===== src/hw/rtl/tfwa_pkg.sv =====
// shared constants for the temperature frame window average block
package tfwa_pkg;

  localparam int BYTE_W               = 8;
  localparam int READING_W            = 15;
  localparam int AVG_W                = 15;
  localparam int COUNT_OUT_W          = 6;
  localparam int IN_TDATA_W           = 8;
  localparam int OUT_FIELDS_W         = 3 * BYTE_W + READING_W + AVG_W + COUNT_OUT_W;
  localparam int OUT_TDATA_W          = ((OUT_FIELDS_W + 7) / 8) * 8;
  localparam int OUT_PAD_W            = OUT_TDATA_W - OUT_FIELDS_W;
  localparam int DEFAULT_WINDOW_DEPTH = 32;
  localparam int FRAC_SCALE           = 100;
  localparam int READING_MAX          = 25755;

  localparam logic [BYTE_W-1:0] START_BYTE = 8'h53;

endpackage


===== src/hw/rtl/tfwa_ram.sv =====
// generic single-port-write ram with registered read
module tfwa_ram #(
  parameter int WIDTH = 15,
  parameter int DEPTH = 32
) (
  input  logic                     clk,
  input  logic                     we,
  input  logic [$clog2(DEPTH)-1:0] waddr,
  input  logic [WIDTH-1:0]         wdata,
  input  logic                     re,
  input  logic [$clog2(DEPTH)-1:0] raddr,
  output logic [WIDTH-1:0]         rdata
);

  logic [WIDTH-1:0] mem_r [DEPTH];
  logic [WIDTH-1:0] rdata_r;

  always_ff @(posedge clk) begin
    if (we) begin
      mem_r[waddr] <= wdata;
    end
    if (re) begin
      rdata_r <= mem_r[raddr];
    end
  end

  assign rdata = rdata_r;

endmodule


===== src/hw/rtl/tfwa_div.sv =====
// bit-serial restoring divider, one quotient bit per cycle
module tfwa_div #(
  parameter int DIVIDEND_W = 20,
  parameter int DIVISOR_W  = 6,
  parameter int QUOT_W     = 15
) (
  input  logic                  clk,
  input  logic                  rst_n,
  input  logic                  start,
  input  logic [DIVIDEND_W-1:0] dividend,
  input  logic [DIVISOR_W-1:0]  divisor,
  output logic                  done,
  output logic [QUOT_W-1:0]     quotient
);

  localparam int CNT_W = $clog2(DIVIDEND_W + 1);

  logic                  busy_r;
  logic                  done_r;
  logic [CNT_W-1:0]      cnt_r;
  logic [DIVISOR_W-1:0]  rem_r;
  logic [DIVISOR_W-1:0]  rem_nxt;
  logic [DIVIDEND_W-1:0] dq_r;
  logic [DIVIDEND_W-1:0] dq_nxt;
  logic [DIVISOR_W-1:0]  dvs_r;
  logic [DIVISOR_W:0]    trial;
  logic [DIVISOR_W:0]    diff;
  logic                  ge;

  always_comb begin
    trial   = {rem_r, dq_r[DIVIDEND_W-1]};
    diff    = trial - {1'b0, dvs_r};
    ge      = (trial >= {1'b0, dvs_r});
    rem_nxt = ge ? diff[DIVISOR_W-1:0] : trial[DIVISOR_W-1:0];
    dq_nxt  = {dq_r[DIVIDEND_W-2:0], ge};
  end

  always_ff @(posedge clk) begin
    if (!rst_n) begin
      busy_r <= 1'b0;
      done_r <= 1'b0;
      cnt_r  <= '0;
      rem_r  <= '0;
      dq_r   <= '0;
      dvs_r  <= '0;
    end else begin
      done_r <= 1'b0;
      if (start) begin
        busy_r <= 1'b1;
        cnt_r  <= CNT_W'(DIVIDEND_W);
        rem_r  <= '0;
        dq_r   <= dividend;
        dvs_r  <= divisor;
      end else if (busy_r) begin
        dq_r  <= dq_nxt;
        rem_r <= rem_nxt;
        cnt_r <= cnt_r - CNT_W'(1);
        if (cnt_r == CNT_W'(1)) begin
          busy_r <= 1'b0;
          done_r <= 1'b1;
        end
      end
    end
  end

  assign done     = done_r;
  assign quotient = dq_r[QUOT_W-1:0];

endmodule


===== src/hw/rtl/temperature_frame_window_average.sv =====
// top level: frame parser, reading ring, running sum and serial average
// a frame's last byte gives its result through one ring read, one bit per cycle through the
// divider, and one output load
// throughput: other bytes are taken one per cycle; a frame's last byte holds off the next byte
// until the average of that frame is in the output register
// reset: synchronous active-low rst_n clears frame state, sum, slot and output valid
module temperature_frame_window_average #(
  parameter int WINDOW_DEPTH = tfwa_pkg::DEFAULT_WINDOW_DEPTH
) (
  input  logic                             clk,
  input  logic                             rst_n,
  input  logic                             in_tvalid,
  output logic                             in_tready,
  input  logic [tfwa_pkg::IN_TDATA_W-1:0]  in_tdata,   // [7:0] link_byte
  output logic                             out_tvalid,
  input  logic                             out_tready,
  // [7:0] hour, [15:8] minute, [23:16] second, [38:24] reading_hundredths,
  // [53:39] average_hundredths, [59:54] window_count, [63:60] zero
  output logic [tfwa_pkg::OUT_TDATA_W-1:0] out_tdata
);

  localparam int SLOT_W = $clog2(WINDOW_DEPTH);
  localparam int CNT_W  = $clog2(WINDOW_DEPTH + 1);
  localparam int SUM_W  = tfwa_pkg::READING_W + SLOT_W;
  localparam int RW     = tfwa_pkg::READING_W;
  localparam int BW     = tfwa_pkg::BYTE_W;

  typedef enum logic [2:0] {
    PH_WAIT, PH_HOUR, PH_MINUTE, PH_SECOND, PH_WHOLE, PH_FRAC
  } phase_t;

  typedef enum logic [1:0] {
    ST_IDLE, ST_READ, ST_DIV, ST_HOLD
  } ctl_t;

  phase_t                          phase_r, phase_nxt;
  ctl_t                            state_r, state_nxt;
  logic [BW-1:0]                   hour_r, hour_nxt;
  logic [BW-1:0]                   minute_r, minute_nxt;
  logic [BW-1:0]                   second_r, second_nxt;
  logic [BW-1:0]                   whole_r, whole_nxt;
  logic [RW-1:0]                   reading_r, reading_nxt;
  logic [SLOT_W-1:0]               slot_r, slot_nxt;
  logic                            filled_r, filled_nxt;
  logic [SUM_W-1:0]                sum_r, sum_nxt;
  logic [CNT_W-1:0]                count_r, count_nxt;
  logic                            out_valid_r, out_valid_nxt;
  logic [tfwa_pkg::OUT_TDATA_W-1:0] out_data_r, out_data_nxt;

  logic                            in_fire;
  logic [BW-1:0]                   link_byte;
  logic                            ram_re;
  logic                            ram_we;
  logic [RW-1:0]                   ram_rdata;
  logic [SUM_W-1:0]                old_entry;
  logic                            div_start;
  logic                            div_done;
  logic [tfwa_pkg::AVG_W-1:0]      div_quot;

  assign in_tready = (state_r == ST_IDLE);
  assign in_fire   = in_tvalid && in_tready;
  assign link_byte = in_tdata[BW-1:0];
  assign old_entry = filled_r ? SUM_W'(ram_rdata) : '0;

  always_comb begin
    phase_nxt     = phase_r;
    state_nxt     = state_r;
    hour_nxt      = hour_r;
    minute_nxt    = minute_r;
    second_nxt    = second_r;
    whole_nxt     = whole_r;
    reading_nxt   = reading_r;
    slot_nxt      = slot_r;
    filled_nxt    = filled_r;
    sum_nxt       = sum_r;
    count_nxt     = count_r;
    out_valid_nxt = out_valid_r;
    out_data_nxt  = out_data_r;
    ram_re        = 1'b0;
    ram_we        = 1'b0;
    div_start     = 1'b0;

    if (out_valid_r && out_tready) begin
      out_valid_nxt = 1'b0;
    end

    unique case (state_r)
      ST_IDLE: begin
        if (in_fire) begin
          unique case (phase_r)
            PH_WAIT: begin
              if (link_byte == tfwa_pkg::START_BYTE) begin
                phase_nxt = PH_HOUR;
              end
            end
            PH_HOUR: begin
              hour_nxt  = link_byte;
              phase_nxt = PH_MINUTE;
            end
            PH_MINUTE: begin
              minute_nxt = link_byte;
              phase_nxt  = PH_SECOND;
            end
            PH_SECOND: begin
              second_nxt = link_byte;
              phase_nxt  = PH_WHOLE;
            end
            PH_WHOLE: begin
              whole_nxt = link_byte;
              phase_nxt = PH_FRAC;
            end
            PH_FRAC: begin
              reading_nxt = RW'(whole_r) * RW'(tfwa_pkg::FRAC_SCALE) + RW'(link_byte);
              phase_nxt   = PH_WAIT;
              ram_re      = 1'b1;
              state_nxt   = ST_READ;
            end
            default: phase_nxt = PH_WAIT;
          endcase
        end
      end
      ST_READ: begin
        // replace the oldest entry once the ring has wrapped
        sum_nxt   = sum_r - old_entry + SUM_W'(reading_r);
        ram_we    = 1'b1;
        count_nxt = filled_r ? CNT_W'(WINDOW_DEPTH) : CNT_W'(slot_r) + CNT_W'(1);
        if (slot_r == SLOT_W'(WINDOW_DEPTH - 1)) begin
          slot_nxt   = '0;
          filled_nxt = 1'b1;
        end else begin
          slot_nxt = slot_r + SLOT_W'(1);
        end
        div_start = 1'b1;
        state_nxt = ST_DIV;
      end
      ST_DIV: begin
        if (div_done) begin
          state_nxt = ST_HOLD;
        end
      end
      ST_HOLD: begin
        if (!out_valid_r || out_tready) begin
          out_valid_nxt = 1'b1;
          out_data_nxt  = {tfwa_pkg::OUT_PAD_W'(0),
                           tfwa_pkg::COUNT_OUT_W'(count_r),
                           div_quot,
                           reading_r,
                           second_r,
                           minute_r,
                           hour_r};
          state_nxt     = ST_IDLE;
        end
      end
      default: state_nxt = ST_IDLE;
    endcase
  end

  always_ff @(posedge clk) begin
    if (!rst_n) begin
      phase_r     <= PH_WAIT;
      state_r     <= ST_IDLE;
      hour_r      <= '0;
      minute_r    <= '0;
      second_r    <= '0;
      whole_r     <= '0;
      reading_r   <= '0;
      slot_r      <= '0;
      filled_r    <= 1'b0;
      sum_r       <= '0;
      count_r     <= '0;
      out_valid_r <= 1'b0;
      out_data_r  <= '0;
    end else begin
      phase_r     <= phase_nxt;
      state_r     <= state_nxt;
      hour_r      <= hour_nxt;
      minute_r    <= minute_nxt;
      second_r    <= second_nxt;
      whole_r     <= whole_nxt;
      reading_r   <= reading_nxt;
      slot_r      <= slot_nxt;
      filled_r    <= filled_nxt;
      sum_r       <= sum_nxt;
      count_r     <= count_nxt;
      out_valid_r <= out_valid_nxt;
      out_data_r  <= out_data_nxt;
    end
  end

  tfwa_ram #(
    .WIDTH (RW),
    .DEPTH (WINDOW_DEPTH)
  ) u_ring (
    .clk   (clk),
    .we    (ram_we),
    .waddr (slot_r),
    .wdata (reading_r),
    .re    (ram_re),
    .raddr (slot_r),
    .rdata (ram_rdata)
  );

  tfwa_div #(
    .DIVIDEND_W (SUM_W),
    .DIVISOR_W  (CNT_W),
    .QUOT_W     (tfwa_pkg::AVG_W)
  ) u_div (
    .clk      (clk),
    .rst_n    (rst_n),
    .start    (div_start),
    .dividend (sum_nxt),
    .divisor  (count_nxt),
    .done     (div_done),
    .quotient (div_quot)
  );

  assign out_tvalid = out_valid_r;
  assign out_tdata  = out_data_r;

endmodule


===== config.mk =====
export PLATFORM = sky130hd
export DESIGN_NAME = temperature_frame_window_average
export DESIGN_NICKNAME = d
export VERILOG_FILES = /design/src/hw/rtl/tfwa_pkg.sv /design/src/hw/rtl/tfwa_ram.sv /design/src/hw/rtl/tfwa_div.sv /design/src/hw/rtl/temperature_frame_window_average.sv
export SDC_FILE = /design/constraint.sdc
export NUM_CORES = 1
export LEC_CHECK = 0
export BUFFER_PORTS_ARGS = -buffer_cell sky130_fd_sc_hd__buf_2
export CAP_MARGIN = 15
export CORE_MARGIN = 3
export CORE_UTILIZATION = 33
export CTS_CLUSTER_DIAMETER = 120
export DETAILED_ROUTE_END_ITERATION = 6
export GPL_TIMING_DRIVEN = 0
export PLACE_DENSITY = 0.58
export SYNTH_ARGS = -nofsm -noshare
export SYNTH_HDL_FRONTEND = slang
export SYNTH_SLANG_ARGS = --single-unit

===== constraint.sdc =====
create_clock -name clk -period 6.14 [get_ports clk]
set_clock_uncertainty 0.1 [all_clocks]
set_input_delay 0.307 -clock clk [delete_from_list [all_inputs] [get_ports clk]]
set_output_delay 0.307 -clock clk [all_outputs]
set_load 0.01 [all_outputs]

==> results.sh, run 1 <==
export IMPL_cts_hold_buf=10
export IMPL_vias_per_cell=5.099
export IMPL_clk_pin_slew_ps=60
export IMPL_required_ps=6550
export IMPL_die_area_sq_um=88660
export IMPL_dr_pass1_iters=5
export IMPL_totalPowerFinal_uw=8979
export IMPL_tightest_slew_ps=1086
export IMPL_ys_ff_latch=679
export IMPL_num_vias=16772
export IMPL_numCtsBuffers=70
export IMPL_cts_sinks=679
export IMPL_max_cap_violations=0
export IMPL_gp_congestion=0.9567
export IMPL_overflow=0
export IMPL_fill_cells=7754
export IMPL_grt_start_max_net_pins=36
export IMPL_drive_above_1_share=0.1694
export IMPL_timing_final_max_slew_violations=0
export IMPL_synthMostInstantiatedCell="edfxtp_1"
export IMPL_cts_resized=0
export IMPL_syn_avg_cell_area_sq_um=14.52
export IMPL_hpwl_um=48790
export IMPL_grt_pass1_wl_um=107700
export IMPL_cts_tree="yes"
export IMPL_routed_wl_um=72410
export IMPL_route_detailed_drc=0
export IMPL_post_cts_setup_buffers=0
export IMPL_power_density_nw_per_um2=276.7
export IMPL_setup_viol=0
export IMPL_antenna_left=0
export IMPL_max_slew_margin=0.2761
export IMPL_first_iter_violations=1847
export IMPL_ys_seq_area_frac=0.6603
export IMPL_tns_ps=0
export IMPL_p_leak_uw=0.01168
export IMPL_synth_distinct_cells=64
export IMPL_cp_startpoint="reading_r[2]"
export IMPL_dpl_cell_area_sq_um=30140
export IMPL_synthTopCellsByCount="edfxtp_1, nand2_1, dfxtp_1"
export IMPL_track_usage=0.1609
export IMPL_syn_area_sq_um=28090
export IMPL_cts_max_level=3
export IMPL_rsz0062_at_grt="false"
export IMPL_synth_edf_count=495
export IMPL_io_buffers=72
export IMPL_critPathMaxFanout=35
export IMPL_critPathArrivalTime_ps=4590
export IMPL_area_delta_synth_final_pct=15.52
export IMPL_root_buffer="clkbuf_16"
export IMPL_synthCells=1934
export IMPL_min_path_type="primary input to flip-flop"
export IMPL_die_w_um=297.8
export IMPL_ir_worst_vdd_mv=0.1892
export IMPL_wire_per_inst_um=22.01
export IMPL_yosys_top_cells_area="edfxtp_1, dfxtp_1, mux4_2, ha_1, nand2_1"
export IMPL_yosys_area_top_type="edfxtp_1"
export IMPL_antenna_found_initial=2
export IMPL_worstReg2RegStart="reading_r[2]"
export IMPL_synth_ff_type="edfxtp_1"
export IMPL_startpoint_type="flip-flop"
export IMPL_fp_dieH_um=297.8
export IMPL_fp_row_count=106
export IMPL_core_region_area_sq_um=83950
export IMPL_async_flop_share=0
export IMPL_crit_path_end_kind="flip-flop"
export IMPL_period_share=0.6807
export IMPL_outcome="complete, no violations"
export IMPL_final_area_sq_um=32450
export IMPL_antenna_cells=0
export IMPL_hold_violations=0
export IMPL_finalNetCount=2207
export IMPL_start_util=0.3346
export IMPL_clockBufferDepth=3
export IMPL_max_clock_freq_ghz=0.2393
export IMPL_post_route_util=0.3865
export IMPL_ys_warnings_count=0
export IMPL_clk_latency_ps=620
export IMPL_fin_crit_ps=4180
export IMPL_worstHoldStart="rst_n"
export IMPL_synth_top_area_frac=0.5292
export IMPL_crit_type="flip-flop to flip-flop"
export IMPL_num_io_pins=78
export IMPL_grt_pass1_vias=16617
[cells by family (layout without fill, tap and decap cells)]
kind of cell | count (synthesis) | in the layout | synth area share
adder cells (fa/ha/maj) | 91 | 91 | 0.04588
other | 1 | 4 | 0.0001335
buffers and inverters | 205 | 423 | 0.02824
multiplexers | 180 | 180 | 0.1180
flip-flops | 679 | 679 | 0.6603
AND/OR/NAND/NOR | 442 | 442 | 0.06904
AO/OA/AOI/OAI | 297 | 297 | 0.06628
XOR/XNOR | 39 | 39 | 0.01216
[power by group]
| part | leakage [uW] | switching (uW) | internal [uW] | total [uW] |
|---|---|---|---|---|
| sequential | 0.00667 | 0.0609 | 4850 | 4850 |
| combinational | 0.00396 | 40.0 | 14.4 | 54.5 |
| clock | 0.00105 | 1780 | 2290 | 4070 |
| total | 0.0117 | 1820 | 7160 | 8980 |
[state kept, by name (all words and copies together) (netlist names), 8 cells and up]
register,flops
hour_r,8
minute_r,8
out_tdata,60
reading_r,15
second_r,8
sum_r,20
u_div.dq_r,20
u_ring.mem_r,480
u_ring.rdata,15
whole_r,8
[worst paths after layout]
path | slack (ps) | cells past startpoint | to
worst min-delay path | 100 | 2 | u_div.done
worst min register to register | 350 | 2 | out_tdata[9]
worst max register to register | 1960 | 12 | sum_r[18]
worst max-delay path | 1960 | 12 | sum_r[18]
[stage by stage]
step,setup slack [ps],instances,hold WS (ps)
2_1_floorplan,2615,1937,331.2
6_report,1960,3289,98.02
4_1_cts,1981,3287,85.27
5_1_grt,1633,3289,122.9
3_5_place_dp,1981,3154,344.9
3_3_place_gp,1537,3143,343.2
[cell usage in the layout, fill, tap and decap left out, types with 22 or more instances in the layout]
cell	n
edfxtp_1	495
a21oi_1	138
mux2i_1	52
clkbuf_16	72
o21ai_0	26
dfxtp_1	174
xnor2_1	24
a22oi_1	60
nor2_1	117
nand4_1	22
nor2_2	27
ha_1	71
nand2_1	189
inv_1	99
mux4_2	120
buf_2	79
clkbuf_1	90
[critical path, cell delays in order, from the launching register on]
cell      delay, ps
dfxtp_2         910
inv_1           150
fa_1            570
inv_1            40
ha_1            330
a21o_1          160
a211oi_1         90
nor4_1          490
o221ai_1        250
a21oi_1         260
a31oi_1         180
or4_1           430
o311ai_1        100
[cell type report]
| class | instances | area (sq um) | share of cell area |
|---|---|---|---|
| Sequential cell | 679 | 18560 | 0.5720 |
| Multi-Input combinational cell | 1053 | 8827 | 0.2720 |
| Clock buffer | 89 | 1906 | 0.05873 |
| Tap cell | 1134 | 1419 | 0.04373 |
| Timing Repair Buffer | 95 | 671.9 | 0.02071 |
| Buffer | 104 | 414.1 | 0.01276 |
| Inverter | 101 | 379.1 | 0.01168 |
| Clock inverter | 34 | 271.5 | 0.008367 |
[per-layer routing]
| metal | routed length, um | GRT usage | vias to the layer above |
|---|---|---|---|
| li1 | - | - | 7570 |
| met1 | 31030 | 0.2202 | 8464 |
| met2 | 33660 | 0.2572 | 599 |
| met3 | 5369 | 0.03308 | 135 |
| met4 | 2322 | 0.05165 | 4 |
| met5 | 27 | 0 | - |
Note: power is estimated with default switching activity, not from simulation.
==> inputs of run 2 (changes only) <==
--- a/config.mk
+++ b/config.mk
@@ -5,6 +5,7 @@
 export SDC_FILE = /design/constraint.sdc
 export NUM_CORES = 1
 export LEC_CHECK = 0
+export ABC_AREA = 1
 export BUFFER_PORTS_ARGS = -buffer_cell sky130_fd_sc_hd__buf_2
 export CAP_MARGIN = 15
 export CORE_MARGIN = 3
@@ -12,7 +13,7 @@
 export CTS_CLUSTER_DIAMETER = 120
 export DETAILED_ROUTE_END_ITERATION = 6
 export GPL_TIMING_DRIVEN = 0
-export PLACE_DENSITY = 0.58
+export PLACE_DENSITY = 0.59
 export SYNTH_ARGS = -nofsm -noshare
 export SYNTH_HDL_FRONTEND = slang
 export SYNTH_SLANG_ARGS = --single-unit
==> constraint.sdc (replaced) <==
create_clock -name clk -period 3.5 [get_ports clk]
set_clock_uncertainty 0.1 [all_clocks]
set_input_delay 0.175 -clock clk [delete_from_list [all_inputs] [get_ports clk]]
set_output_delay 0.175 -clock clk [all_outputs]
set_load 0.01 [all_outputs]
==> run 2 against run 1 <==
Effect of this change:
- sequential cell count did not move
- via count rose by 25%
- utilization rose by 0.85 points
- final cell count rose by 24%
- first-iteration DRC count rose by 37%
- die area rose by 2.3%
- power rose by 130%
- sequential share of layout area fell by 2.4 points
- routed wire length rose by 18%
- clock-buffer cell count rose by 1
- clock power rose by 88%
- synthesized area rose by 2.4%
==> results.sh, run 2 <==
export IMPL_outcome="complete, no violations"
export IMPL_async_flop_share=0
export IMPL_final_cell_mix="edfxtp_1, nor2_1, o21ai_0"
export IMPL_hold_end="whole_r[1]"
export IMPL_grt_start_max_net_pins=35
export IMPL_yosys_area_top_type="edfxtp_1"
export IMPL_synthMostInstantiatedCell="edfxtp_1"
export IMPL_track_usage=0.1841
export IMPL_routed_wl_um=85610
export IMPL_min_path_type="primary input to flip-flop"
export IMPL_stdcell_count=4071
export IMPL_required_ps=3700
export IMPL_syn_avg_cell_area_sq_um=10.74
export IMPL_clockBufferDepth=3
export IMPL_fill_cells=8223
export IMPL_fp_dieH_um=301.2
export IMPL_synth_ff_type="edfxtp_1"
export IMPL_vias_per_cell=5.169
export IMPL_synth_edf_count=495
export IMPL_fp_row_count=107
export IMPL_final_area_sq_um=33900
export IMPL_synthTopCellsByCount="edfxtp_1, nor2_1, o21ai_0"
export IMPL_dpl_cell_area_sq_um=31340
export IMPL_ir_worst_vdd_mv=0.3579
export IMPL_wire_per_inst_um=21.03
export IMPL_hold_violations=0
export IMPL_core_region_area_sq_um=85820
export IMPL_yosys_top_cells_area="edfxtp_1, dfxtp_1, o21ai_0, nor2_1, ha_1"
export IMPL_start_util=0.3350
export IMPL_antenna_cells=0
export IMPL_critPathArrivalTime_ps=3660
export IMPL_die_area_sq_um=90710
export IMPL_ys_ff_latch=679
export IMPL_syn_area_sq_um=28750
export IMPL_root_buffer="clkbuf_16"
export IMPL_synth_distinct_cells=46
export IMPL_reg2reg_setup_slack_ps=40
export IMPL_num_io_pins=78
export IMPL_timing_final_max_slew_violations=0
export IMPL_cp_startpoint="slot_r[0]"
export IMPL_largest_register="u_ring.mem_r"
export IMPL_p_leak_uw=0.01239
export IMPL_max_clock_freq_ghz=0.2892
export IMPL_rsz0062_at_grt="true"
export IMPL_setup_viol=0
export IMPL_holdPathStages=4
export IMPL_antenna_found_initial=4
export IMPL_synth_top_area_frac=0.5170
export IMPL_r2r_end="u_ring.mem_r[12][6]"
export IMPL_clk_latency_ps=620
export IMPL_crit_type="flip-flop to flip-flop"
export IMPL_num_vias=21044
export IMPL_antenna_left=0
export IMPL_ys_seq_area_frac=0.6451
export IMPL_finalNetCount=2977
export IMPL_tightest_slew_ps=883.7
export IMPL_fin_hold_ws_ps=308.2
export IMPL_cts_max_level=3
export IMPL_first_iter_violations=2523
export IMPL_cts_sinks=679
export IMPL_gp_congestion=0.8875
export IMPL_worstReg2RegStart="slot_r[0]"
export IMPL_route_detailed_drc=0
export IMPL_dpl_worst_slack_ps=-312.4
export IMPL_grt_pass1_wl_um=125200
export IMPL_worstHoldStart="in_tdata[1]"
export IMPL_place_inst=3932
export IMPL_ys_warnings_count=0
export IMPL_numCtsBuffers=73
export IMPL_cts_tree="yes"
export IMPL_drive_above_1_share=0.1141
export IMPL_worst_slack_ps=42.34
export IMPL_die_w_um=301.2
export IMPL_max_cap_violations=0
export IMPL_power_density_nw_per_um2=599.4
export IMPL_critPathMaxFanout=11
export IMPL_fin_crit_ps=3458
export IMPL_max_slew_margin=0.4102
export IMPL_hpwl_um=59220
export IMPL_synthCells=2677
export IMPL_io_buffers=73
export IMPL_grt_pass1_vias=19620
export IMPL_final_common_cell="edfxtp_1"
export IMPL_period_share=0.9879
export IMPL_area_delta_synth_final_pct=17.89
export IMPL_clk_pin_slew_ps=60
export IMPL_reg2reg_depth=9
export IMPL_crit_path_end_kind="flip-flop"
export IMPL_overflow=0
export IMPL_largest_reg_flops=480
export IMPL_startpoint_type="flip-flop"
export IMPL_dr_pass1_iters=5
## run 2: cell count changes in the layout (fill, tap and decap cells not counted), moves of 41 or more
cell	delta
a22oi_1	-60
nor2_1	+314
inv_1	+100
o21ai_0	+391
mux2i_1	-52
nand3_1	+42
a22o_1	+41
o22ai_1	+135
nand2_1	+43
mux4_2	-120
## run 2: report_power, final
group | total [uW] | leakage, uW | internal (uW) | switching (uW)
sequential | 9050 | 0.00583 | 8880 | 174
clock | 7650 | 0.00115 | 4360 | 3290
combinational | 3620 | 0.00540 | 1030 | 2590
## run 2: worst max path at each step
| stage | depth (start not counted) | endpoint |
|---|---|---|
| detailed placement | 12 | sum_r[11] |
| global placement | 12 | sum_r[11] |
| floorplan | 14 | reading_r[14] |
| CTS | 16 | sum_r[12] |
| global route | 9 | u_ring.mem_r[24][7] |
| finish | 9 | u_ring.mem_r[12][6] |
## run 2: timing repair
item	CTS	global route
setup endpoints to repair	107	38
endpoints found under the hold margin	44	0
resized for setup	10	10
hold buffers	11	0
setup buffers	0	2
## run 2: final cells by class
cell class	instances	area [sq um]	area share
Timing Repair Buffer	121	1187	0.03503
Multi-Input combinational cell	1647	8862	0.2614
Clock inverter	38	451.7	0.01332
Buffer	142	650.6	0.01919
Inverter	210	793.3	0.02340
Sequential cell	679	18590	0.5483
Tap cell	1144	1431	0.04223
Clock buffer	90	1934	0.05706
## run 2: cells by family after synthesis
logic type,Yosys count,share of synthesized area
AND/OR/NAND/NOR,799,0.1134
AO/OA/AOI/OAI,737,0.1413
flip-flops,679,0.6451
buffers and inverters,354,0.05044
adder cells (fa/ha/maj),91,0.04482
XOR/XNOR,16,0.004874
other,1,0.0001304
## run 2: through the flow
step                      utilization  power, uW  setup TNS [ps]
after floorplan                     -      11390               0
after global placement         0.3561      12740         -227680
after detailed placement       0.3651      12800           -6913
after CTS                      0.3944      20390               0
after global routing           0.3950      21140          -45.34
final                          0.3950      20320               0
## run 2: layer usage
layer / up-vias / global-route usage / share of wire / wire length (um)
met1: 10154 / 0.2527 / 0.42 / 36290
met3: 176 / 0.03117 / 0.083 / 7071
met4: 2 / 0.06921 / 0.038 / 3274
met5: - / 0 / 0.00015 / 13
li1: 9824 / - / - / -
met2: 888 / 0.2921 / 0.46 / 38960
## run 2: worst max-delay path, stage by stage, from the launching register on
cell and delay [ps]:
dfxtp_1 350, buf_6 180, inv_4 120, buf_4 230, buf_2 300, buf_2 360, ha_1 220, nand2_1 340
nor2_2 680, buf_8 230
